<file path="config.mk">
export PLATFORM = sky130hd
export DESIGN_NAME = plcd_scale
export DESIGN_NICKNAME = d
export VERILOG_FILES = /design/src/hw/rtl/plcd_pkg.sv /design/src/hw/rtl/plcd_scale.sv
export SDC_FILE = /design/constraint.sdc
export NUM_CORES = 2
export LEC_CHECK = 0
export ABC_CLOCK_PERIOD_IN_PS = 4900
export BUFFER_PORTS_ARGS = -buffer_cell sky130_fd_sc_hd__buf_2
export CORE_UTILIZATION = 50
export DETAILED_ROUTE_END_ITERATION = 10
export PLACE_DENSITY = 0.79
export SLEW_MARGIN = 20
export SYNTH_ARGS = -nofsm -noshare
export SYNTH_HDL_FRONTEND = slang
export SYNTH_SLANG_ARGS = --single-unit
export TNS_END_PERCENT = 5
</file>
<file path="constraint.sdc">
create_clock -name clk -period 4.9 [get_ports clk]
set_input_delay 0.98 -clock clk [delete_from_list [all_inputs] [get_ports clk]]
set_output_delay 0.98 -clock clk [all_outputs]
set_load 0.01 [all_outputs]
</file>
<file path="src/hw/rtl/plcd_pkg.sv">
package plcd_pkg;

	// Default number of pieces and the packed register layout
	localparam int MAX_PIECES_DEF = 4;
	localparam int FIELD_W        = 16;
	localparam int FIELD_N        = 4;

	// Field widths of the channels
	localparam int VEH_W   = 10;
	localparam int CAP_W   = 16;
	localparam int TT_W    = 24;
	localparam int DELAY_W = 32;

	// Signed accumulator width for heights and piece delays
	localparam int ACC_W = 52;

	// Configuration port
	localparam int ADDR_W = 5;
	localparam int DATA_W = 64;
	localparam logic [1:0] REG_PIECE_COUNT  = 2'd0;
	localparam logic [1:0] REG_PIECE_THRESH = 2'd1;
	localparam logic [1:0] REG_PIECE_SLOPE  = 2'd2;

	// Per-cell configuration view
	typedef struct packed {
		logic [FIELD_W-1:0] thr_cur;
		logic [FIELD_W-1:0] thr_nxt;
		logic [FIELD_W-1:0] slope;
		logic               active;
		logic               chain_on;
	} piece_cfg_t;

	// Transaction moving along the piece cells (height and best are signed)
	typedef struct packed {
		logic [VEH_W-1:0] veh;
		logic [CAP_W-1:0] cap;
		logic [TT_W-1:0]  tt;
		logic             dummy;
		logic [ACC_W-1:0] height;
		logic [ACC_W-1:0] best;
	} piece_item_t;

	// Transaction moving along the divider cells
	typedef struct packed {
		logic [CAP_W-1:0]   rem;
		logic [DELAY_W-1:0] quo;
		logic [CAP_W-1:0]   cap;
		logic               clr;
		logic               ovf;
		logic               sat;
	} div_item_t;

endpackage

</file>
<file path="src/hw/rtl/plcd_scale.sv">
module plcd_scale (
	input  logic                  clk,
	input  logic                  arst_n,
	input  logic                  in_valid,
	output logic                  in_ready,
	input  plcd_pkg::piece_item_t in_item,
	output logic                  out_valid,
	input  logic                  out_ready,
	output plcd_pkg::div_item_t   out_item
);

	logic v_s1, v_s2;
	logic rdy_s1, rdy_s2;

	logic [50:0]                 phi_s1;
	logic [47:0]                 plo_s1;
	logic [plcd_pkg::CAP_W-1:0]  cap_s1;
	logic                        dummy_s1, pos_s1;
	plcd_pkg::div_item_t         item_s2;

	logic [51:0] scaled;
	logic        big, cap0, clr;

	assign rdy_s2    = !v_s2 || out_ready;
	assign rdy_s1    = !v_s1 || rdy_s2;
	assign in_ready  = rdy_s1;
	assign out_valid = v_s2;
	assign out_item  = item_s2;

	always_ff @(posedge clk or negedge arst_n) begin
		if (!arst_n) begin
			v_s1 <= 1'b0;
			v_s2 <= 1'b0;
		end else begin
			if (rdy_s1) v_s1 <= in_valid;
			if (rdy_s2) v_s2 <= v_s1;
		end
	end

	// Travel time times the numerator, split at bit 24
	always_comb begin
		scaled = 52'(phi_s1) + 52'(plo_s1[47:24]);
		cap0   = (cap_s1 == '0);
		clr    = dummy_s1 || cap0 || !pos_s1;
		big    = scaled[51:32] >= 20'(cap_s1);
	end

	always_ff @(posedge clk) begin
		if (in_valid && rdy_s1) begin
			phi_s1   <= 51'(in_item.tt) * 51'(in_item.best[50:24]);
			plo_s1   <= 48'(in_item.tt) * 48'(in_item.best[23:0]);
			cap_s1   <= in_item.cap;
			dummy_s1 <= in_item.dummy;
			pos_s1   <= ($signed(in_item.best) > $signed(plcd_pkg::ACC_W'(0)));
		end
		// Quotient above 32 bits exactly when the top word reaches the divisor
		if (v_s1 && rdy_s2) begin
			item_s2.rem <= scaled[47:32];
			item_s2.quo <= scaled[31:0];
			item_s2.cap <= cap_s1;
			item_s2.clr <= clr;
			item_s2.ovf <= !clr && big;
			item_s2.sat <= (!dummy_s1 && cap0) || (!clr && big);
		end
	end

endmodule

</file>
==> metrics.md <==
| Metric | Value |
|---|---|
| Status | `finished with violations` |
| Failing checks | `setup timing` |
| Setup slack, reg-to-reg | `-440 ps` |
| Most crowded layer after global routing | `met2` |
| Port bufs | `roughly 170` |
| Core Util, Final | `between 50% and 60%` |
| Min Tclk post-route | `between 7000 and 8000 ps` |
| CTS tree | `yes` |
| Via count | `about 36000` |
| Routed vias/inst | `5.378` |
| Share of flip-flops with an asynchronous set or reset | `approximately 1.2%` |
| # setup viols final | `68` |
| WP data required | `5130 ps` |
| Post-synth cell types | `65` |
| Post-Syn Nets | `between 6000 and 7000` |
| Skew-Pair Late Insertion Delay | `about 480 ps` |
| Clock Path Buffers | `2` |
| HPWL after DPL | `108000 microns` |
| CTS sink cnt | `162` |
| Most common cell on crit path | `fa_1` |
| Critical path peak fanout | `6` |
| Clock Skews | `around 20 ps` |
| Post-synthesis sequential area ratio | `between 10% and 20%` |
| Worst hold path class | `in2async` |
| CTS Root Cell | `clkbuf_16` |
| Drt wl/cell | `roughly 20 microns` |
| Vias in the first global route | `roughly 40000` |
| M3 GR Usage | `between 5 and 6%` |
| Final WS setup | `-2308 ps` |
| Synth Instances | `approximately 5000` |
| Commonest non-fill, non-tap cells in the layout | `1197 x inv_1, 1003 x fa_1, 661 x nand2_1` |
| Setup TNS Final | `-123470 ps` |
| Cell area after synthesis | `46460 sq um` |
| Main flop type after synthesis | `edfxtp_1` |
| Die H | `~300 microns` |
| Initial antenna violation count | `10` |
| CTS Buf Count | `17` |
| # fillers | `7279` |
| Aggregate global routing overflow | `0` |
| Register-to-Register Path Depth | `24` |
| Remaining antenna violation count | `0` |
| Rows | `approximately 110` |
| #FFs+latches synth | `162` |
| H-tree Lvls | `4` |
| Max stage delay on crit path | `590 ps` |
| Share of cells above drive strength 1 | `between 15 and 20%` |
| Fmax | `138.7 MHz` |
| Placed insts | `around 6700` |
| Mapped Avg Cell Area | `approximately 9.3 sq um` |
| Placer congestion estimate | `just over 1` |
| Critical path capture point type | `flop` |
| Die area | `94140 sq um` |
| CP Launch Type | `input pin` |
| Max Cap Viol | `0` |
| 1st-iter DRT viols | `about 2700` |
| M2 GR Usage | `just under 50%` |
| Final Max Tran Viols | `0` |
| Fin crit share | `147.1%` |
| M1 GR Usage | `36.68%` |
| Commonest non-fill, non-tap cell in the layout | `inv_1` |
| DRC | `0` |
| Total GRT Usage | `28.73%` |
| Least-Margin Pin Slew | `1097 ps` |
| Aggregate routed wire length | `132700 microns` |
| Final Hold Fails | `0` |
| Die W | `306.8 microns` |
| Layout area overhead | `17.73%` |
| Max_slew headroom | `between 20% and 30%` |
| Starting Density | `slightly above 50%` |
| Worst setup path class | `in2reg` |
| First-pass GRT wire length | `around 210000 microns` |
| CTS clk-pin slew, worst paths | `roughly 70 ps` |
| Yosys warns | `0` |
| Ports | `228` |
| Core ar. | `91800 sq um` |
| DR pass1 iterations | `6` |
| Post-layout nets | `7065` |
| Crit path DAT | `approximately 7400 ps` |
| EDFF count, synth | `160` |
| RSZ-0062 raised after global routing | `true` |
| Largest net degree at the start of global routing | `75` |
| Post-Layout Cell Count | `between 6000 and 7000` |
| Hold WS | `about 280 ps` |
| Cell at the slowest stage of the critical path | `fa_2` |
path summary, 6_finish.rpt:
path | startpoint | endpoint
max in group asynchronous | arst_n | v_s1
setup reg to reg | plo_s1[24] | out_item[0]
hold reg to reg | cap_s1[2] | out_item[5]
min in group clk | cap_s1[2] | out_item[5]
setup / recovery | in_item[114] | plo_s1[45]
hold / removal | arst_n | out_valid
kinds of logic (layout without fill, tap and decap cells):
| group | after synthesis | in the layout | share of synthesized area, % |
|---|---|---|---|
| compound gates | 311 | 311 | 4.387 |
| xor+xnor | 113 | 113 | 2.146 |
| fa+ha+maj | 1417 | 1417 | 54.80 |
| buf+inv | 1456 | 1987 | 11.76 |
| flops | 162 | 162 | 10.45 |
| other cells | 0 | 2 | 0 |
| simple gates | 1512 | 1512 | 16.45 |
layer usage:
layer	wire length, microns	up-vias	share of wire [%]
li1	-	15730	-
met1	50330	18540	38
met2	63960	1658	48
met3	12010	359	9.1
met4	6327	6	4.8
met5	36	-	0.027
layout make-up:
class | count | area, sq um | area share (%)
inverters | 1211 | 4546 | 8.310
multi-input cells | 3353 | 37100 | 67.82
flip-flops and latches | 162 | 4855 | 8.875
clock inverters | 15 | 160.2 | 0.2928
clock buffers | 17 | 425.4 | 0.7777
well taps | 1243 | 1555 | 2.843
diodes | 2 | 5.005 | 0.009150
repair buffers | 744 | 6053 | 11.07
cell usage after synthesis, types with 3 or more instances:
library cell | count | share of area [%]
o21ai_0 | 50 | 0.54
nor3_1 | 17 | 0.18
nand2b_1 | 15 | 0.20
nand2_1 | 669 | 5.4
ha_1 | 387 | 10
nor3b_1 | 3 | 0.048
a211o_1 | 3 | 0.057
a311oi_1 | 3 | 0.057
a211oi_1 | 7 | 0.11
o21bai_1 | 12 | 0.19
nor2b_1 | 18 | 0.24
a21oi_1 | 97 | 1.0
nor4_1 | 22 | 0.30
xor2_1 | 37 | 0.70
a31oi_1 | 6 | 0.081
and4_1 | 5 | 0.094
a2111oi_0 | 3 | 0.057
o21ai_1 | 5 | 0.054
and3_1 | 16 | 0.22
clkbuf_1 | 245 | 2.0
o211ai_1 | 10 | 0.16
o21a_1 | 19 | 0.31
or4_1 | 5 | 0.081
fa_1 | 1030 | 44
a21o_1 | 57 | 0.92
nor2_1 | 48 | 0.39
inv_1 | 1211 | 9.8
nand3_1 | 31 | 0.33
and2_1 | 627 | 8.4
nand4_1 | 25 | 0.34
xnor2_1 | 75 | 1.4
a221oi_1 | 6 | 0.11
o21ba_2 | 3 | 0.065
o22ai_1 | 3 | 0.040
edfxtp_1 | 160 | 10
worst max-delay path, delay by kind of cell:
family	cells	cell delay, ps
AO/OA/AOI/OAI	8	1490
XOR/XNOR	1	80
adder cells (fa/ha/maj)	8	3730
buffers and inverters	9	880
AND/OR/NAND/NOR	2	230
timing repair:
| item | in CTS | in global routing |
|---|---|---|
| gates cloned | 5 | 1 |
| hold buffers | 0 | 0 |
| setup endpoints to repair | 70 | 69 |
| setup buffers | 28 | 15 |
| gates resized for setup | 240 | 78 |
| pin swaps | 110 | 36 |
through the flow:
stage | setup slack [ps] | instance area (sq um)
3_3_place_gp | -3217 | 52280
6_report | -2308 | 54700
2_1_floorplan | -2327 | 46870
3_5_place_dp | -3278 | 52280
5_1_grt | -2512 | 54700
4_1_cts | -2207 | 54240
sequential cells by signal (all words and copies together), names as in the netlist:
register and cells:
cap_s1 16, out_item 67, out_valid 1, v_s1 1, pos_s1 1, phi_s1 51, dummy_s1 1, plo_s1 24
Power is not shown: default switching activity piles up to over one toggle a cycle in this logic, so the estimate is an artifact.
