[config.mk]
export PLATFORM = sky130hd
export DESIGN_NAME = plcd_piece_cell
export DESIGN_NICKNAME = d
export VERILOG_FILES = /design/src/hw/rtl/plcd_pkg.sv /design/src/hw/rtl/plcd_piece_cell.sv
export SDC_FILE = /design/constraint.sdc
export NUM_CORES = 2
export LEC_CHECK = 0
export BUFFER_PORTS_ARGS = -buffer_cell sky130_fd_sc_hd__buf_2
export CAP_MARGIN = 20
export CORE_AREA = 2 2 529 531
export CTS_CLUSTER_SIZE = 25
export DETAILED_ROUTE_END_ITERATION = 12
export DIE_AREA = 0 0 531 533
export GPL_TIMING_DRIVEN = 0
export HOLD_SLACK_MARGIN = 0.03
export PLACE_DENSITY_LB_ADDON = 0.15
export SLEW_MARGIN = 40
export SYNTH_ARGS = -nofsm -noshare
export SYNTH_HDL_FRONTEND = slang
export SYNTH_SLANG_ARGS = --single-unit
[constraint.sdc]
create_clock -name clk -period 17.5 [get_ports clk]
set_input_delay 3.5 -clock clk [delete_from_list [all_inputs] [get_ports clk]]
set_output_delay 3.5 -clock clk [all_outputs]
set_load 0.05 [all_outputs]
[src/hw/rtl/plcd_pkg.sv]
package plcd_pkg;

	// Default number of pieces and the packed register layout
	localparam int MAX_PIECES_DEF = 4;
	localparam int FIELD_W        = 16;
	localparam int FIELD_N        = 4;

	// Field widths of the channels
	localparam int VEH_W   = 10;
	localparam int CAP_W   = 16;
	localparam int TT_W    = 24;
	localparam int DELAY_W = 32;

	// Signed accumulator width for heights and piece delays
	localparam int ACC_W = 52;

	// Configuration port
	localparam int ADDR_W = 5;
	localparam int DATA_W = 64;
	localparam logic [1:0] REG_PIECE_COUNT  = 2'd0;
	localparam logic [1:0] REG_PIECE_THRESH = 2'd1;
	localparam logic [1:0] REG_PIECE_SLOPE  = 2'd2;

	// Per-cell configuration view
	typedef struct packed {
		logic [FIELD_W-1:0] thr_cur;
		logic [FIELD_W-1:0] thr_nxt;
		logic [FIELD_W-1:0] slope;
		logic               active;
		logic               chain_on;
	} piece_cfg_t;

	// Transaction moving along the piece cells (height and best are signed)
	typedef struct packed {
		logic [VEH_W-1:0] veh;
		logic [CAP_W-1:0] cap;
		logic [TT_W-1:0]  tt;
		logic             dummy;
		logic [ACC_W-1:0] height;
		logic [ACC_W-1:0] best;
	} piece_item_t;

	// Transaction moving along the divider cells
	typedef struct packed {
		logic [CAP_W-1:0]   rem;
		logic [DELAY_W-1:0] quo;
		logic [CAP_W-1:0]   cap;
		logic               clr;
		logic               ovf;
		logic               sat;
	} div_item_t;

endpackage

[src/hw/rtl/plcd_piece_cell.sv]
module plcd_piece_cell (
	input  logic                  clk,
	input  logic                  arst_n,
	input  plcd_pkg::piece_cfg_t  cfg,
	input  logic                  in_valid,
	output logic                  in_ready,
	input  plcd_pkg::piece_item_t in_item,
	output logic                  out_valid,
	input  logic                  out_ready,
	output plcd_pkg::piece_item_t out_item
);

	logic v_s1, v_s2, v_s3;
	logic rdy_s1, rdy_s2, rdy_s3;

	plcd_pkg::piece_item_t item_s1, item_s2, item_s3;
	logic [31:0]           start_s1, next_s1;
	logic signed [48:0]    dx_s2, rise_s2;
	logic                  hit_s2;

	logic [27:0]                       x;
	logic signed [32:0]                diff, dn;
	logic signed [16:0]                slope_sx;
	logic signed [plcd_pkg::ACC_W-1:0] d, h_next;
	plcd_pkg::piece_item_t             item_nxt;

	// Stage handshake: a stage takes a new transaction when empty or draining
	assign rdy_s3    = !v_s3 || out_ready;
	assign rdy_s2    = !v_s2 || rdy_s3;
	assign rdy_s1    = !v_s1 || rdy_s2;
	assign in_ready  = rdy_s1;
	assign out_valid = v_s3;
	assign out_item  = item_s3;

	always_ff @(posedge clk or negedge arst_n) begin
		if (!arst_n) begin
			v_s1 <= 1'b0;
			v_s2 <= 1'b0;
			v_s3 <= 1'b0;
		end else begin
			if (rdy_s1) v_s1 <= in_valid;
			if (rdy_s2) v_s2 <= v_s1;
			if (rdy_s3) v_s3 <= v_s2;
		end
	end

	// Count scaled by 2^18, offsets from this piece's start and to the next start
	always_comb begin
		x        = {item_s1.veh, 18'd0};
		slope_sx = $signed({1'b0, cfg.slope});
		diff     = $signed({5'd0, x}) - $signed({1'b0, start_s1});
		dn       = $signed({1'b0, next_s1}) - $signed({1'b0, start_s1});
	end

	// Piece delay candidate and height carried to the next piece
	always_comb begin
		d      = $signed(item_s2.height) + plcd_pkg::ACC_W'(dx_s2);
		h_next = $signed(item_s2.height) + plcd_pkg::ACC_W'(rise_s2);
	end

	// Transaction leaving this cell: best delay so far and accumulated height
	always_comb begin
		item_nxt = item_s2;
		if (cfg.active && hit_s2 && (d > $signed(item_s2.best))) begin
			item_nxt.best = d;
		end
		if (cfg.chain_on) begin
			item_nxt.height = h_next;
		end
	end

	always_ff @(posedge clk) begin
		// s1: piece start and next start in count units
		if (in_valid && rdy_s1) begin
			item_s1  <= in_item;
			start_s1 <= 32'(cfg.thr_cur) * 32'(in_item.cap);
			next_s1  <= 32'(cfg.thr_nxt) * 32'(in_item.cap);
		end
		// s2: slope products
		if (v_s1 && rdy_s2) begin
			item_s2 <= item_s1;
			dx_s2   <= 49'(slope_sx) * 49'(diff);
			rise_s2 <= 49'(slope_sx) * 49'(dn);
			hit_s2  <= !diff[32] && (diff != 33'sd0);
		end
		// s3: keep the best delay, accumulate height
		if (v_s2 && rdy_s3) begin
			item_s3 <= item_nxt;
		end
	end

endmodule

==> results.py <==
metrics = {
    "detailed_routing": {
        "viasPerCell": 4.694,
        "vias": 59370,
        "drc": 0,
        "drtAntennaViolNets": 0,
        "first_pass_iters": 8,
        "wl_um": 282200,
        "wl_per_cell_um": 22.31,
        "drt_iter0_drc": 3481,
    },
    "logic_synthesis": {
        "synth_cell_type_count": 73,
        "synthArstFlopShare": 0.004754,
        "synth_nets": 10580,
        "syn-mean-instance-area_um2": 9.928,
        "ys_seq_area_frac": 0.2285,
        "yosysWarnings": 0,
        "synthCells": 8346,
        "ys_ff_latch": 631,
        "yosys_most_used_dff": "edfxtp_1",
        "synth_edf_count": 628,
        "netlist_area_um2": 82860,
    },
    "die": {
        "initial_utilization": 0.2981,
        "row_count": 194,
        "die_h_um": 533,
        "ios": 366,
        "die-area_um2": 283000,
        "die_w_um": 531,
        "fp.coreArea_um2": 277900,
    },
    "timing": {
        "timing.final.crit_period_ns": 11.88,
        "fin_skew_ns": 0.1256,
        "relSlewSlack": 0.3279,
        "tightest_slew_ns": 0.9951,
        "fmax_mhz": 84.17,
        "hold_violations": 0,
        "setup_viol": 0,
        "drv_slew": 0,
        "final.period_utilization": 0.6789,
        "rsz0062_at_grt": "no",
        "tns_ns": 0,
    },
    "place": {
        "place.gp.congestion": 0.9226,
        "dp_hpwl_um": 236400,
        "place.port_buffers": 351,
    },
    "finish": {
        "layout_common_cells": "inv_1, fa_1, nand2_1",
        "syn2layout_area_growth_pct": 12.59,
        "final_util": 0.3357,
        "drive_gt1_frac": 0.08457,
        "fill_cells": 28670,
        "final_nets": 11080,
        "final_common_cell": "inv_1",
    },
    "cts": {
        "cts_tree": "done",
        "clock-sinks": 631,
        "hold_buffers": 0,
        "clkLatencyLatePin_ns": 0.84,
        "cts_buffer_depth": 4,
        "numCtsBuffers": 87,
        "cts-root-buf": "clkbuf_16",
        "clk_pin_slew_ns": 0.06,
        "htreeDepth": 3,
        "postCtsSetupBuffers": 0,
        "ctsResizeCount": 0,
    },
    "worst_setup_path": {
        "timing.rr.start": "start_s1[0]$_DFFE_PP_",
        "critPathRequiredTime_ns": 18.05,
        "cpMostUsedCell": "fa_1",
        "ff2ff_setup_slack_ns": 5.62,
        "crit_path_end": "dx_s2[46]$_DFFE_PP_",
        "worst_setup_path_start_kind": "flop",
        "worstSetupStartpoint": "start_s1[0]$_DFFE_PP_",
        "arrival_ns": 12.43,
        "regToRegEndpoint": "dx_s2[46]$_DFFE_PP_",
        "worstPathMaxFanout": 11,
        "path_class": "flop to flop",
        "crit_slowest_cell": "o311ai_0",
        "reg2reg_depth": 32,
        "slowest_delay_ns": 0.79,
        "end_kind": "flop",
    },
    "min_path": {
        "hold_depth": 0,
        "hp-class": "flop to flop",
    },
    "grt": {
        "busiest_layer": "met2",
        "antenna_found_initial": 38,
        "grt_use_total": 0.1996,
        "grt_pass1_vias": 63990,
        "use_met1": 0.2608,
        "grt_remaining_overflow": 0,
        "grt_start_max_net_pins": 43,
        "gr-usage-met2": 0.3410,
        "met3_usage": 0.02299,
        "grt_first_pass_wirelength_um": 418100,
    },
    "flow_run": {
        "maxCapViolCount": 0,
    },
    "run_status": {
        "status": "finished clean",
    },
}
[worst min path at each step]
| stage | from | to | slack [ns] |
|---|---|---|---|
| 2_1_floorplan | item_s1[104]$_DFFE_PP_ | item_nxt[104]$_DFFE_PP_ | 0.40 |
| 5_1_grt | item_s1[119]$_DFFE_PP_ | item_nxt[119]$_DFFE_PP_ | 0.40 |
| 3_5_place_dp | item_s1[106]$_DFFE_PP_ | item_nxt[106]$_DFFE_PP_ | 0.40 |
| 4_1_cts | item_s1[119]$_DFFE_PP_ | item_nxt[119]$_DFFE_PP_ | 0.39 |
| 6_report | item_s1[119]$_DFFE_PP_ | item_nxt[119]$_DFFE_PP_ | 0.37 |
| 3_3_place_gp | item_s1[104]$_DFFE_PP_ | item_nxt[104]$_DFFE_PP_ | 0.40 |
[state kept, by name (all words and copies together) (netlist names)]
register   flops
dx_s2         49
out_valid      1
v_s1           1
rise_s2       49
out_item     155
v_s2           1
item_s1      155
hit_s2         1
item_nxt      51
item_s2      104
next_s1       32
start_s1      32
[final cells by class]
type | count | area (um2) | share of cell area
inverters | 1742 | 6539 | 0.07009
repair buffers | 407 | 2522 | 0.02704
well taps | 3724 | 4659 | 0.04994
clock inverters | 53 | 436.7 | 0.004680
flip-flops and latches | 631 | 18930 | 0.2029
diodes | 21 | 52.55 | 0.0005633
multi-input cells | 5629 | 56550 | 0.6061
clock buffers | 98 | 2218 | 0.02378
plain buffers | 344 | 1385 | 0.01485
[cells by family after synthesis]
logic type | Yosys count | synth area share
fa+ha+maj | 2024 | 0.4313
mux | 60 | 0.008078
buf+inv | 2086 | 0.09449
xor+xnor | 295 | 0.03118
flops | 631 | 0.2285
simple gates | 2345 | 0.1367
compound gates | 905 | 0.06982
[worst max-delay path, delay by kind of cell (launching register included)]
kind	cells	cell delay, ns
flip-flops	1	0.66
buffers and inverters	6	1.34
XOR/XNOR	2	0.48
AND/OR/NAND/NOR	8	2.76
adder cells (fa/ha/maj)	8	3.71
AO/OA/AOI/OAI	8	2.71
[per-layer routing]
layer  wire length [um]  vias to the layer above
li1                   -                    27070
met2             135000                     1592
met5                 99                        -
met4              10930                       12
met1             122500                    30360
met3              13740                      342
[synthesized netlist by cell type, types with 6 or more instances]
cell type,number,area [um2]
xor2_1,90,788.3
o21a_1,40,300.3
and3_1,29,181.4
o211ai_1,21,157.7
or3_1,15,93.84
nand4b_1,6,52.55
ha_1,637,7970
o31ai_1,11,82.58
a31o_2,10,87.58
a21oi_1,270,1351
o21ai_0,176,880.8
clkbuf_1,340,1276
or4_1,8,60.06
and2_1,621,3885
o41ai_1,8,70.07
nor2b_1,63,394.1
nor2_1,172,645.6
o21bai_1,47,352.8
nor3_1,59,295.3
nand3_1,69,345.3
nand4_1,48,300.3
a21o_1,162,1216
nand2_1,1146,4302
inv_1,1742,6539
mux2_2,55,619.3
nand2b_1,49,306.5
and4_1,11,96.34
a31oi_1,36,225.2
nor3b_1,6,45.04
nor4_1,18,112.6
a211o_1,7,61.31
a211oi_1,33,247.7
edfxtp_1,628,18860
o311ai_0,8,70.07
or2_2,11,68.82
xnor2_1,205,1795
a21boi_0,7,52.55
fa_1,1387,27770
[per-stage QoR]
step	std cells	setup slack [ns]	instance area [um2]	hold slack (ns)
6_report	12650	5.620	93300	0.3731
5_1_grt	12630	5.019	93250	0.4009
4_1_cts	12630	5.675	93190	0.3892
3_3_place_gp	12420	2.643	89280	0.4007
2_1_floorplan	8346	7.494	82860	0.4003
3_5_place_dp	12480	5.057	90540	0.4045
Power is not shown: default switching activity piles up to over one toggle a cycle in this logic, so the estimate is an artifact.
