===== src/hw/rtl/plcd_pkg.sv =====
package plcd_pkg;

	// Default number of pieces and the packed register layout
	localparam int MAX_PIECES_DEF = 4;
	localparam int FIELD_W        = 16;
	localparam int FIELD_N        = 4;

	// Field widths of the channels
	localparam int VEH_W   = 10;
	localparam int CAP_W   = 16;
	localparam int TT_W    = 24;
	localparam int DELAY_W = 32;

	// Signed accumulator width for heights and piece delays
	localparam int ACC_W = 52;

	// Configuration port
	localparam int ADDR_W = 5;
	localparam int DATA_W = 64;
	localparam logic [1:0] REG_PIECE_COUNT  = 2'd0;
	localparam logic [1:0] REG_PIECE_THRESH = 2'd1;
	localparam logic [1:0] REG_PIECE_SLOPE  = 2'd2;

	// Per-cell configuration view
	typedef struct packed {
		logic [FIELD_W-1:0] thr_cur;
		logic [FIELD_W-1:0] thr_nxt;
		logic [FIELD_W-1:0] slope;
		logic               active;
		logic               chain_on;
	} piece_cfg_t;

	// Transaction moving along the piece cells (height and best are signed)
	typedef struct packed {
		logic [VEH_W-1:0] veh;
		logic [CAP_W-1:0] cap;
		logic [TT_W-1:0]  tt;
		logic             dummy;
		logic [ACC_W-1:0] height;
		logic [ACC_W-1:0] best;
	} piece_item_t;

	// Transaction moving along the divider cells
	typedef struct packed {
		logic [CAP_W-1:0]   rem;
		logic [DELAY_W-1:0] quo;
		logic [CAP_W-1:0]   cap;
		logic               clr;
		logic               ovf;
		logic               sat;
	} div_item_t;

endpackage


===== src/hw/rtl/plcd_div_cell.sv =====
module plcd_div_cell (
	input  logic                clk,
	input  logic                arst_n,
	input  logic                in_valid,
	output logic                in_ready,
	input  plcd_pkg::div_item_t in_item,
	output logic                out_valid,
	input  logic                out_ready,
	output plcd_pkg::div_item_t out_item
);

	logic                v_s1;
	plcd_pkg::div_item_t item_s1;

	logic [plcd_pkg::CAP_W:0] r2, r2_sub;
	logic                     ge;
	plcd_pkg::div_item_t      item_nxt;

	assign in_ready  = !v_s1 || out_ready;
	assign out_valid = v_s1;
	assign out_item  = item_s1;

	always_ff @(posedge clk or negedge arst_n) begin
		if (!arst_n) begin
			v_s1 <= 1'b0;
		end else if (in_ready) begin
			v_s1 <= in_valid;
		end
	end

	// One restoring step: bring down the next dividend bit, subtract if it fits
	always_comb begin
		r2       = {in_item.rem, in_item.quo[plcd_pkg::DELAY_W-1]};
		ge       = r2 >= {1'b0, in_item.cap};
		r2_sub   = r2 - {1'b0, in_item.cap};
		item_nxt = in_item;
		item_nxt.rem = ge ? r2_sub[plcd_pkg::CAP_W-1:0] : r2[plcd_pkg::CAP_W-1:0];
		item_nxt.quo = {in_item.quo[plcd_pkg::DELAY_W-2:0], ge};
	end

	always_ff @(posedge clk) begin
		if (in_valid && in_ready) begin
			item_s1 <= item_nxt;
		end
	end

endmodule


===== config.mk =====
export PLATFORM = sky130hd
export DESIGN_NAME = plcd_div_cell
export DESIGN_NICKNAME = d
export VERILOG_FILES = /design/src/hw/rtl/plcd_pkg.sv /design/src/hw/rtl/plcd_div_cell.sv
export SDC_FILE = /design/constraint.sdc
export NUM_CORES = 1
export LEC_CHECK = 0
export BUFFER_PORTS_ARGS = -buffer_cell sky130_fd_sc_hd__buf_2
export CORE_ASPECT_RATIO = 0.75
export CORE_MARGIN = 4
export CORE_UTILIZATION = 42
export DETAILED_ROUTE_END_ITERATION = 16
export PLACE_DENSITY = 0.77
export SKIP_CTS_REPAIR_TIMING = 1
export SYNTH_ARGS = -nofsm -noshare
export SYNTH_HDL_FRONTEND = slang
export SYNTH_SLANG_ARGS = --single-unit

===== constraint.sdc =====
create_clock -name clk -period 2.2 [get_ports clk]
set_input_delay 0.33 -clock clk [delete_from_list [all_inputs] [get_ports clk]]
set_output_delay 0.33 -clock clk [all_outputs]
set_load 0.03 [all_outputs]

==> metrics.yaml, run 1 <==
status:
  status: "finished, final reports clean"
drt:
  drt-total-wl_microns: 7760
  ant_nets: 0
  drt_pass1_iterations: 4
  vias_per_cell: 4.86
  drc_errors: 0
  drt-wirelength-per-cell_microns: 15.6
  vias: 2422
  first_iter_violations: 78
floorplanning:
  rows: 26
  num_io_pins: 140
  chipHeight_microns: 82.7
  initial_core_util_pct: 44.5
  die_area_sq_mm: 0.00890
  die_w_microns: 108
  core_sq_mm: 0.00703
critical_path:
  cp.arrival_ns: 2.21
  setup.worst_path.class: "primary input to register"
  crit_fanout: 8
  end_kind: "register"
  crit_required_ns: 2.28
  path_cells: "buf_2 > inv_4 > ha_4 > nand4_1 > o41a_1 > a32oi_4 > buf_4 > mux2_4"
  worst-path-buf-inv: 3
  cp_top_family: "compound AO/OA/AOI/OAI gates"
  reg2reg_slack_ns: 0.80
  start_kind: "primary input"
  crit_slowest_cell: "o41a_1"
  slowest_delay_ns: 0.46
sta:
  finalHoldViolCount: 0
  fin_crit_ns: 2.13
  rsz0062_at_grt: "false"
  setup_viol: 0
  setup_ws_ns: 0.0697
  fin_skew_ns: 0.00679
  timing.final.max_slew_violations: 0
  holdWs_ns: 0.169
  fmax_mhz: 469
  worstMarginPinSlew_ns: 0.318
  fin_crit_sh_pct: 96.8
  slew_headroom_pct: 78.6
  fin_setup_tns_ns: 0
global_routing:
  grt_max_degree: 38
  grt_usage_pct: 17.1
  overflow: 0
  antenna_found_initial: 1
  grt_pass1_vias: 2407
  grt_pass1_wl_microns: 11800
clock_network:
  cts_sinks: 68
  clk_latency_ns: 0.33
  numCtsBuffers: 9
  cts-root-buf: "clkbuf_8"
  clkSlewWorstSetupHoldPaths_ns: 0.08
  clock_path_buffers: 2
  cts_tree: "done"
  htree_levels: 3
synth:
  ys.flop_type: "edfxtp_1"
  synth_nets: 300
  yosys_warnings: 0
  syn_area_sq_mm: 0.00313
  yosysMostFrequentCell: "edfxtp_1"
  synth_cells: 212
  synthArstFlopShare_pct: 1.47
  synth.area.top_cells: "edfxtp_1, ha_1, mux2_2"
  synth_common_cells: "edfxtp_1, inv_1, ha_1, a21oi_1, nand2_1"
  yosysSeqAreaShare_pct: 65.1
  yosysUniqueCellTypes: 41
  avgSynthCellArea_sq_um: 14.7
  synth_edf_count: 67
  ys_ff_latch: 68
  netlist.area_leader.share_pct: 64.3
  yosys.area.top_type: "edfxtp_1"
place:
  dp_cells: 481
  place_worst_setup_slack_ns: -0.278
  portBuffers: 139
  gp_congestion: 0.802
  placed_cell_area_sq_mm: 0.00438
  place_hpwl_microns: 6260
pwr:
  p_leak_nw: 1.99
  p_per_area_mw_per_mm2: 742
  ir_drop_uv: 378
cells_and_area:
  nFillCells: 557
  final_nets: 483
  areaGrowthSynthToFinish_pct: 47.0
  drive_above_1_share_pct: 58.3
  final-seq-area_sq_mm: 0.00204
  multi_input_area_sq_mm: 0.00117
  n_antenna_cell: 0
  post-route-cell-area_sq_mm: 0.00460
  final_cells: 498
hold_path:
  hold_class: "primary input to register"
flow_run:
  maxCapViolations: 0
area by class of cell:
class	instances	area share (%)
multi-input combinational	123	25.5
tap	98	2.67
clock inverter	6	1.42
timing repair buffer	176	21.5
sequential	68	44.3
inverter	17	1.77
clock buffer	10	2.78
sequential cells by signal (all words and copies together) (netlist names):
register   flops
out_item      67
out_valid      1
metal layers:
metal / part of all wire (%) / global-route usage (%)
met5: 0.17 / 0
met1: 42 / 21.7
met2: 48 / 29.6
met3: 8.7 / 5.59
met4: 0.26 / 2.27
cells in the final DEF (no fill, tap or decap), types with 2 or more instances in the layout:
cell type  count
clkinv_4       2
nor2_1         9
ha_1           4
nor2b_1        3
ha_4          12
buf_2        139
a211oi_1       3
nand4_1        4
xnor2_1        6
inv_2          3
mux2_2         7
a21oi_1       11
o21a_1         3
nand2b_1       2
inv_1          9
clkbuf_8       9
clkinv_2       2
edfxtp_1      67
o21ai_0        6
nand2_1       10
buf_4         35
xor2_1         4
mux2i_1        2
a21o_1         6
inv_4          4
nand3b_1       2
a31o_2         2
or3_1          2
mux2_4         4
a21oi_2        2
metrics by stage:
stage | power, mW | util [%]
3_5_place_dp | 2.44 | 62.4
2_1_floorplan | 2.14 | -
5_1_grt | 3.58 | 65.4
6_report | 3.41 | 65.4
4_1_cts | 3.44 | 65.1
3_3_place_gp | 2.41 | 62.4
worst register-to-register path, cell delays in order (launching register included):
cell	delay [ns]
dfrtp_1	0.38
nand2b_1	0.11
and2_4	0.28
buf_4	0.31
final timing paths:
check                       startpoint      endpoint  depth (start not counted)
setup / recovery           in_item[10]  out_item[60]                          8
hold / removal             in_item[37]  out_item[38]                          1
setup reg to reg             out_valid  out_item[50]                          3
hold reg to reg              out_valid     out_valid                          2
max in group asynchronous       arst_n     out_valid                          2
min in group asynchronous       arst_n     out_valid                          2
cells by family (layout without fill, tap and decap cells):
family	count (synthesis)	in the layout	synth area share, %
and+or+nand+nor	40	40	6.64
muxes	13	13	5.08
DFF	68	68	65.1
xor gates and xnor gates	10	10	2.80
adders and majority gates	17	17	7.04
buffers and inverters	21	209	2.88
AOI/OAI and AO/OA	43	43	10.4
where the power goes:
part,internal [mW],switching (mW)
combinational,0.369,0.474
sequential,1.54,0.0213
clock,0.524,0.481
No activity file was read; power rests on OpenSTA's default activity.
==> run 2, diff against run 1 <==
==> constraint.sdc (replaced) <==
create_clock -name clk -period 2.2 [get_ports clk]
set_input_delay 0.44 -clock clk [delete_from_list [all_inputs] [get_ports clk]]
set_output_delay 0.44 -clock clk [all_outputs]
set_load 0.03 [all_outputs]
==> run 2 against run 1 <==
  * The run now ends with setup timing left
  * Clock skew shrank 0.0015 ns
  * Via count grew 2.4%
  * Register-to-register slack worse by 0.03 ns
  * Final cell count up 2.6%
  * Sequential share of layout area down 2.6 points
  * First-iteration DRC count rose by 9.0%
  * Count of clock-buffer cells in the layout unchanged
  * Setup slack worse by 0.071 ns
  * Sequential power hardly changed
  * Non-clock buffer count up 13
  * Global-route usage up 0.43 points
==> metrics.yaml, run 2 (synthesis gave the netlist of run 1 again) <==
critical_path:
  crit_required_ns: 2.30
  start_kind: "primary input"
  setup.worst_path.class: "primary input to register"
  cp.arrival_ns: 2.30
  cp-startpoint: "in_item[57]"
  reg2reg_depth: 3
  end_kind: "register"
  crit_end: "out_item[60]"
  reg2reg_slack_ns: 0.77
  crit_fanout: 5
  r2r-end: "out_item[5]"
  regToRegStartpoint: "out_valid"
sta:
  rsz0062_at_grt: "true"
  setup_viol: 1
  timing.final.max_slew_violations: 0
  worstMarginPinSlew_ns: 0.447
  finalHoldViolCount: 0
  fin_crit_ns: 2.20
  fin_crit_sh_pct: 100
  fin_skew_ns: 0.00525
  setup_ws_ns: -0.00145
  fmax_mhz: 454
  slew_headroom_pct: 70.2
cells_and_area:
  final_nets: 496
  nFillCells: 515
  drive_above_1_share_pct: 63.0
  areaGrowthSynthToFinish_pct: 56.0
  final_cell_mix: "buf_2, edfxtp_1, buf_4"
  n_antenna_cell: 0
  final_common_cell: "buf_2"
  largest_reg_flops: 67
clock_network:
  clock_path_buffers: 2
  htree_levels: 3
  clk_latency_ns: 0.35
  numCtsBuffers: 9
  cts_sinks: 68
  cts_tree: "done"
  cts-root-buf: "clkbuf_8"
  clkSlewWorstSetupHoldPaths_ns: 0.07
drt:
  drc_errors: 0
  drt_pass1_iterations: 4
  vias: 2481
  first_iter_violations: 85
  vias_per_cell: 4.86
  ant_nets: 0
  drt-wirelength-per-cell_microns: 16.0
  drt-total-wl_microns: 8180
status:
  violations: "setup timing"
  status: "finished, violations left"
pwr:
  p_per_area_mw_per_mm2: 720
  ir_drop_uv: 400
  p_leak_nw: 2.10
  power_mw: 3.51
hold_path:
  whs_path_depth: 1
  min_from: "in_item[29]"
  hold_class: "primary input to register"
floorplanning:
  initial_core_util_pct: 44.5
  chipHeight_microns: 82.7
  num_io_pins: 140
  die_area_sq_mm: 0.00890
  die_w_microns: 108
  core_sq_mm: 0.00703
  rows: 26
global_routing:
  overflow: 0
  antenna_found_initial: 0
  grt_pass1_vias: 2420
  grt_pass1_wl_microns: 11700
  grt_max_degree: 35
  grt_usage_pct: 17.5
place:
  portBuffers: 139
  place_worst_setup_slack_ns: -0.375
  place_hpwl_microns: 5930
  gp_congestion: 0.860
flow_run:
  maxCapViolations: 0
## run 2: cell types whose count changed in the layout (fill, tap and decap cells not counted), sizes merged
| cell | before | now |
|---|---|---|
| buf | 175 | 187 |
| clkinv | 4 | 1 |
| clkinvlp | 1 | 4 |
| clkbuf | 10 | 11 |
## run 2: worst min-delay path by stage
stage | endpoint | slack (ns)
CTS | out_valid | -0.16
global placement | out_valid | 0.22
finish | out_item[30] | 0.27
global route | out_item[36] | 0.23
detailed placement | out_valid | 0.22
floorplan | out_valid | 0.14
## run 2: layout make-up
class | count | area, sq um | share of cell area, %
repair buffers | 189 | 1180 | 24.2
clock inverters | 6 | 65.1 | 1.33
clock buffers | 10 | 128 | 2.62
well taps | 98 | 123 | 2.51
multi-input cells | 123 | 1260 | 25.8
inverters | 17 | 83.8 | 1.72
flip-flops and latches | 68 | 2040 | 41.8
## run 2: critical path, cell delays in order
cell       delay [ns]
buf_8            0.10
ha_4             0.30
nand4_1          0.15
o41a_1           0.50
a32oi_4          0.29
clkbuf_16        0.22
mux2_4           0.29
## run 2: power breakdown
group	switching [mW]	internal, mW	total, mW
clock	0.482	0.521	1.00
sequential	0.0199	1.54	1.56
combinational	0.511	0.438	0.949
## run 2: layer usage
layer  GRT usage [%]  part of all wire, %  up-vias
met4            6.05                 0.81        0
met3            6.14                  9.3       10
met5               0                    0        -
met2            29.3                   49      112
met1            21.2                   41     1168
li1                -                    -     1191
## run 2: metrics by stage
step	utilization, %	setup TNS [ns]	hold slack [ns]	std cells	cell area (sq um)
after floorplan	-	-1.44	0.144	212	3330
after global placement	62.5	-4.22	0.215	482	4390
final	69.4	-0.00145	0.266	511	4880
after detailed placement	62.5	-4.76	0.224	482	4390
after CTS	65.3	0	-0.159	498	4590
after global routing	69.4	-0.411	0.232	511	4880
==> run 3, diff against run 2 <==
--- a/config.mk
+++ b/config.mk
@@ -15,3 +15,4 @@
 export SYNTH_ARGS = -nofsm -noshare
 export SYNTH_HDL_FRONTEND = slang
 export SYNTH_SLANG_ARGS = --single-unit
+export TNS_END_PERCENT = 20
==> run 3 against run 2 <==
  * The run still ends with setup timing left
  * Register-to-register slack improved by 0.08 ns
  * Total power increased by 1.0%
  * Non-clock buffer count increased by 2
  * Critical path type unchanged
  * Maximum frequency shrank 0.65%
  * Highest routed layer unchanged
  * Wire length up 2.8%
  * Final cell count rose by 0.39%
  * Global-route usage grew 0.081 points
  * First-iteration DRC count is 100% higher
  * Hold slack better by 0.0073 ns
  * Clock skew decreased by 0.0010 ns
  * Die area stayed put
==> metrics.yaml, run 3 (synthesis gave the netlist of run 1 again) <==
status:
  violations: "setup timing"
  status: "finished, violations left"
sta:
  finalHoldViolCount: 0
  rsz0062_at_grt: "true"
  worstMarginPinSlew_ns: 0.362
  fin_crit_sh_pct: 101
  setup_viol: 3
  fmax_mhz: 451
  fin_crit_ns: 2.22
  fin_setup_tns_ns: -0.0339
  timing.final.max_slew_violations: 0
  fin_skew_ns: 0.00421
  holdWs_ns: 0.274
  slew_headroom_pct: 75.6
  setup_ws_ns: -0.0158
pwr:
  power_mw: 3.55
  internal-power_mw: 2.51
  seqPwrFrac_pct: 44.0
  p_per_area_mw_per_mm2: 732
  swShare_pct: 29.2
  p_comb_share_pct: 27.0
  ir_drop_uv: 412
  p_sw_mw: 1.04
  p_clk_share_pct: 29.0
  p_leak_nw: 2.13
floorplanning:
  rows: 26
  die_area_sq_mm: 0.00890
  chipHeight_microns: 82.7
  initial_core_util_pct: 44.5
  die_w_microns: 108
  num_io_pins: 140
  core_sq_mm: 0.00703
critical_path:
  crit_required_ns: 2.29
  crit_fanout: 3
  path_cells: "buf_2 > inv_2 > ha_4 > fa_2 > nor2b_2 > o31a_1 > or3_1 > a21oi_2 > buf_4 > xnor2_1 > mux2_4"
  r2r-end: "out_item[17]"
  reg2reg_depth: 3
  end_kind: "register"
  cp.arrival_ns: 2.31
  slowest_delay_ns: 0.34
  start_kind: "primary input"
  crit_slowest_cell: "or3_1"
  setup.worst_path.class: "primary input to register"
  regToRegStartpoint: "out_valid"
  reg2reg_slack_ns: 0.85
clock_network:
  cts-root-buf: "clkbuf_8"
  clk_latency_ns: 0.33
  numCtsBuffers: 9
  clkSlewWorstSetupHoldPaths_ns: 0.08
  clock_path_buffers: 2
  cts_tree: "done"
  htree_levels: 3
  cts_sinks: 68
drt:
  drt_pass1_iterations: 4
  first_iter_violations: 172
  vias: 2496
  drt-wirelength-per-cell_microns: 16.4
  ant_nets: 0
  drc_errors: 0
  vias_per_cell: 4.87
  drt-total-wl_microns: 8410
place:
  place_worst_setup_slack_ns: -0.469
  place_hpwl_microns: 6070
  dp_cells: 485
  gp_congestion: 0.819
  portBuffers: 139
  placed_cell_area_sq_mm: 0.00425
cells_and_area:
  drive_above_1_share_pct: 62.7
  final_util_pct: 69.0
  nFillCells: 515
  post-route-cell-area_sq_mm: 0.00485
  final_nets: 498
  final_common_cell: "buf_2"
  areaGrowthSynthToFinish_pct: 55.0
  final_cells: 513
  largest_reg_flops: 67
  n_antenna_cell: 0
  final_cell_mix: "buf_2, edfxtp_1, buf_4"
global_routing:
  grt_max_degree: 68
  overflow: 0
  antenna_found_initial: 0
  grt_pass1_vias: 2423
  grt_pass1_wl_microns: 11800
  grt_usage_pct: 17.6
hold_path:
  whs_endpoint: "out_item[37]"
  whs_path_depth: 1
  min_from: "in_item[36]"
  hold_class: "primary input to register"
flow_run:
  maxCapViolations: 0
run 3: cell types whose count changed in the layout (fill, tap and decap cells not counted), sizes merged:
cell,previous run,this run
inv,17,18
clkinv,1,3
clkbuf,11,9
buf,187,190
clkinvlp,4,2
run 3: worst max-delay path: cells and delay by family:
family / cells / cell delay, ns
AOI/OAI and AO/OA: 2 / 0.47
xor gates and xnor gates: 1 / 0.06
adders and majority gates: 2 / 0.37
buffers and inverters: 3 / 0.31
muxes: 1 / 0.26
and+or+nand+nor: 2 / 0.39
run 3: worst max path at each step:
stage          slack [ns]  depth (start not counted)      endpoint         from
3_3_place_gp        -0.42                         11  out_item[65]   in_item[6]
3_5_place_dp        -0.47                         10  out_item[66]  in_item[10]
4_1_cts              -0.1                         10  out_item[66]  in_item[10]
6_report            -0.02                         11  out_item[61]  in_item[50]
2_1_floorplan       -0.32                          8  out_item[60]  in_item[15]
5_1_grt             -0.06                         11  out_item[65]  in_item[50]
run 3: metal layers:
| metal | up-vias | wire length [microns] | GRT usage [%] |
|---|---|---|---|
| met3 | 10 | 837 | 6.92 |
| met2 | 117 | 4150 | 29.7 |
| met4 | 0 | 87 | 4.92 |
| met5 | - | 0 | 0 |
| met1 | 1174 | 3340 | 21.2 |
| li1 | 1195 | - | - |
run 3: power groups by stage:
stage / Sequential, mW / Clock (mW) / Combinational [mW]
global route: 1.57 / 1.13 / 1.03
global placement: 1.59 / 0 / 0.792
CTS: 1.56 / 1.06 / 0.819
detailed placement: 1.59 / 0 / 0.815
floorplan: 1.77 / 0 / 0.322
finish: 1.56 / 1.03 / 0.956
run 3: cell type report:
type | instances | area, sq um | area share (%)
Timing Repair Buffer | 191 | 1170 | 24.2
Tap cell | 98 | 123 | 2.53
Clock buffer | 9 | 124 | 2.56
Multi-Input combinational cell | 123 | 1250 | 25.7
Inverter | 17 | 66.3 | 1.37
Clock inverter | 7 | 76.3 | 1.57
Sequential cell | 68 | 2040 | 42.0
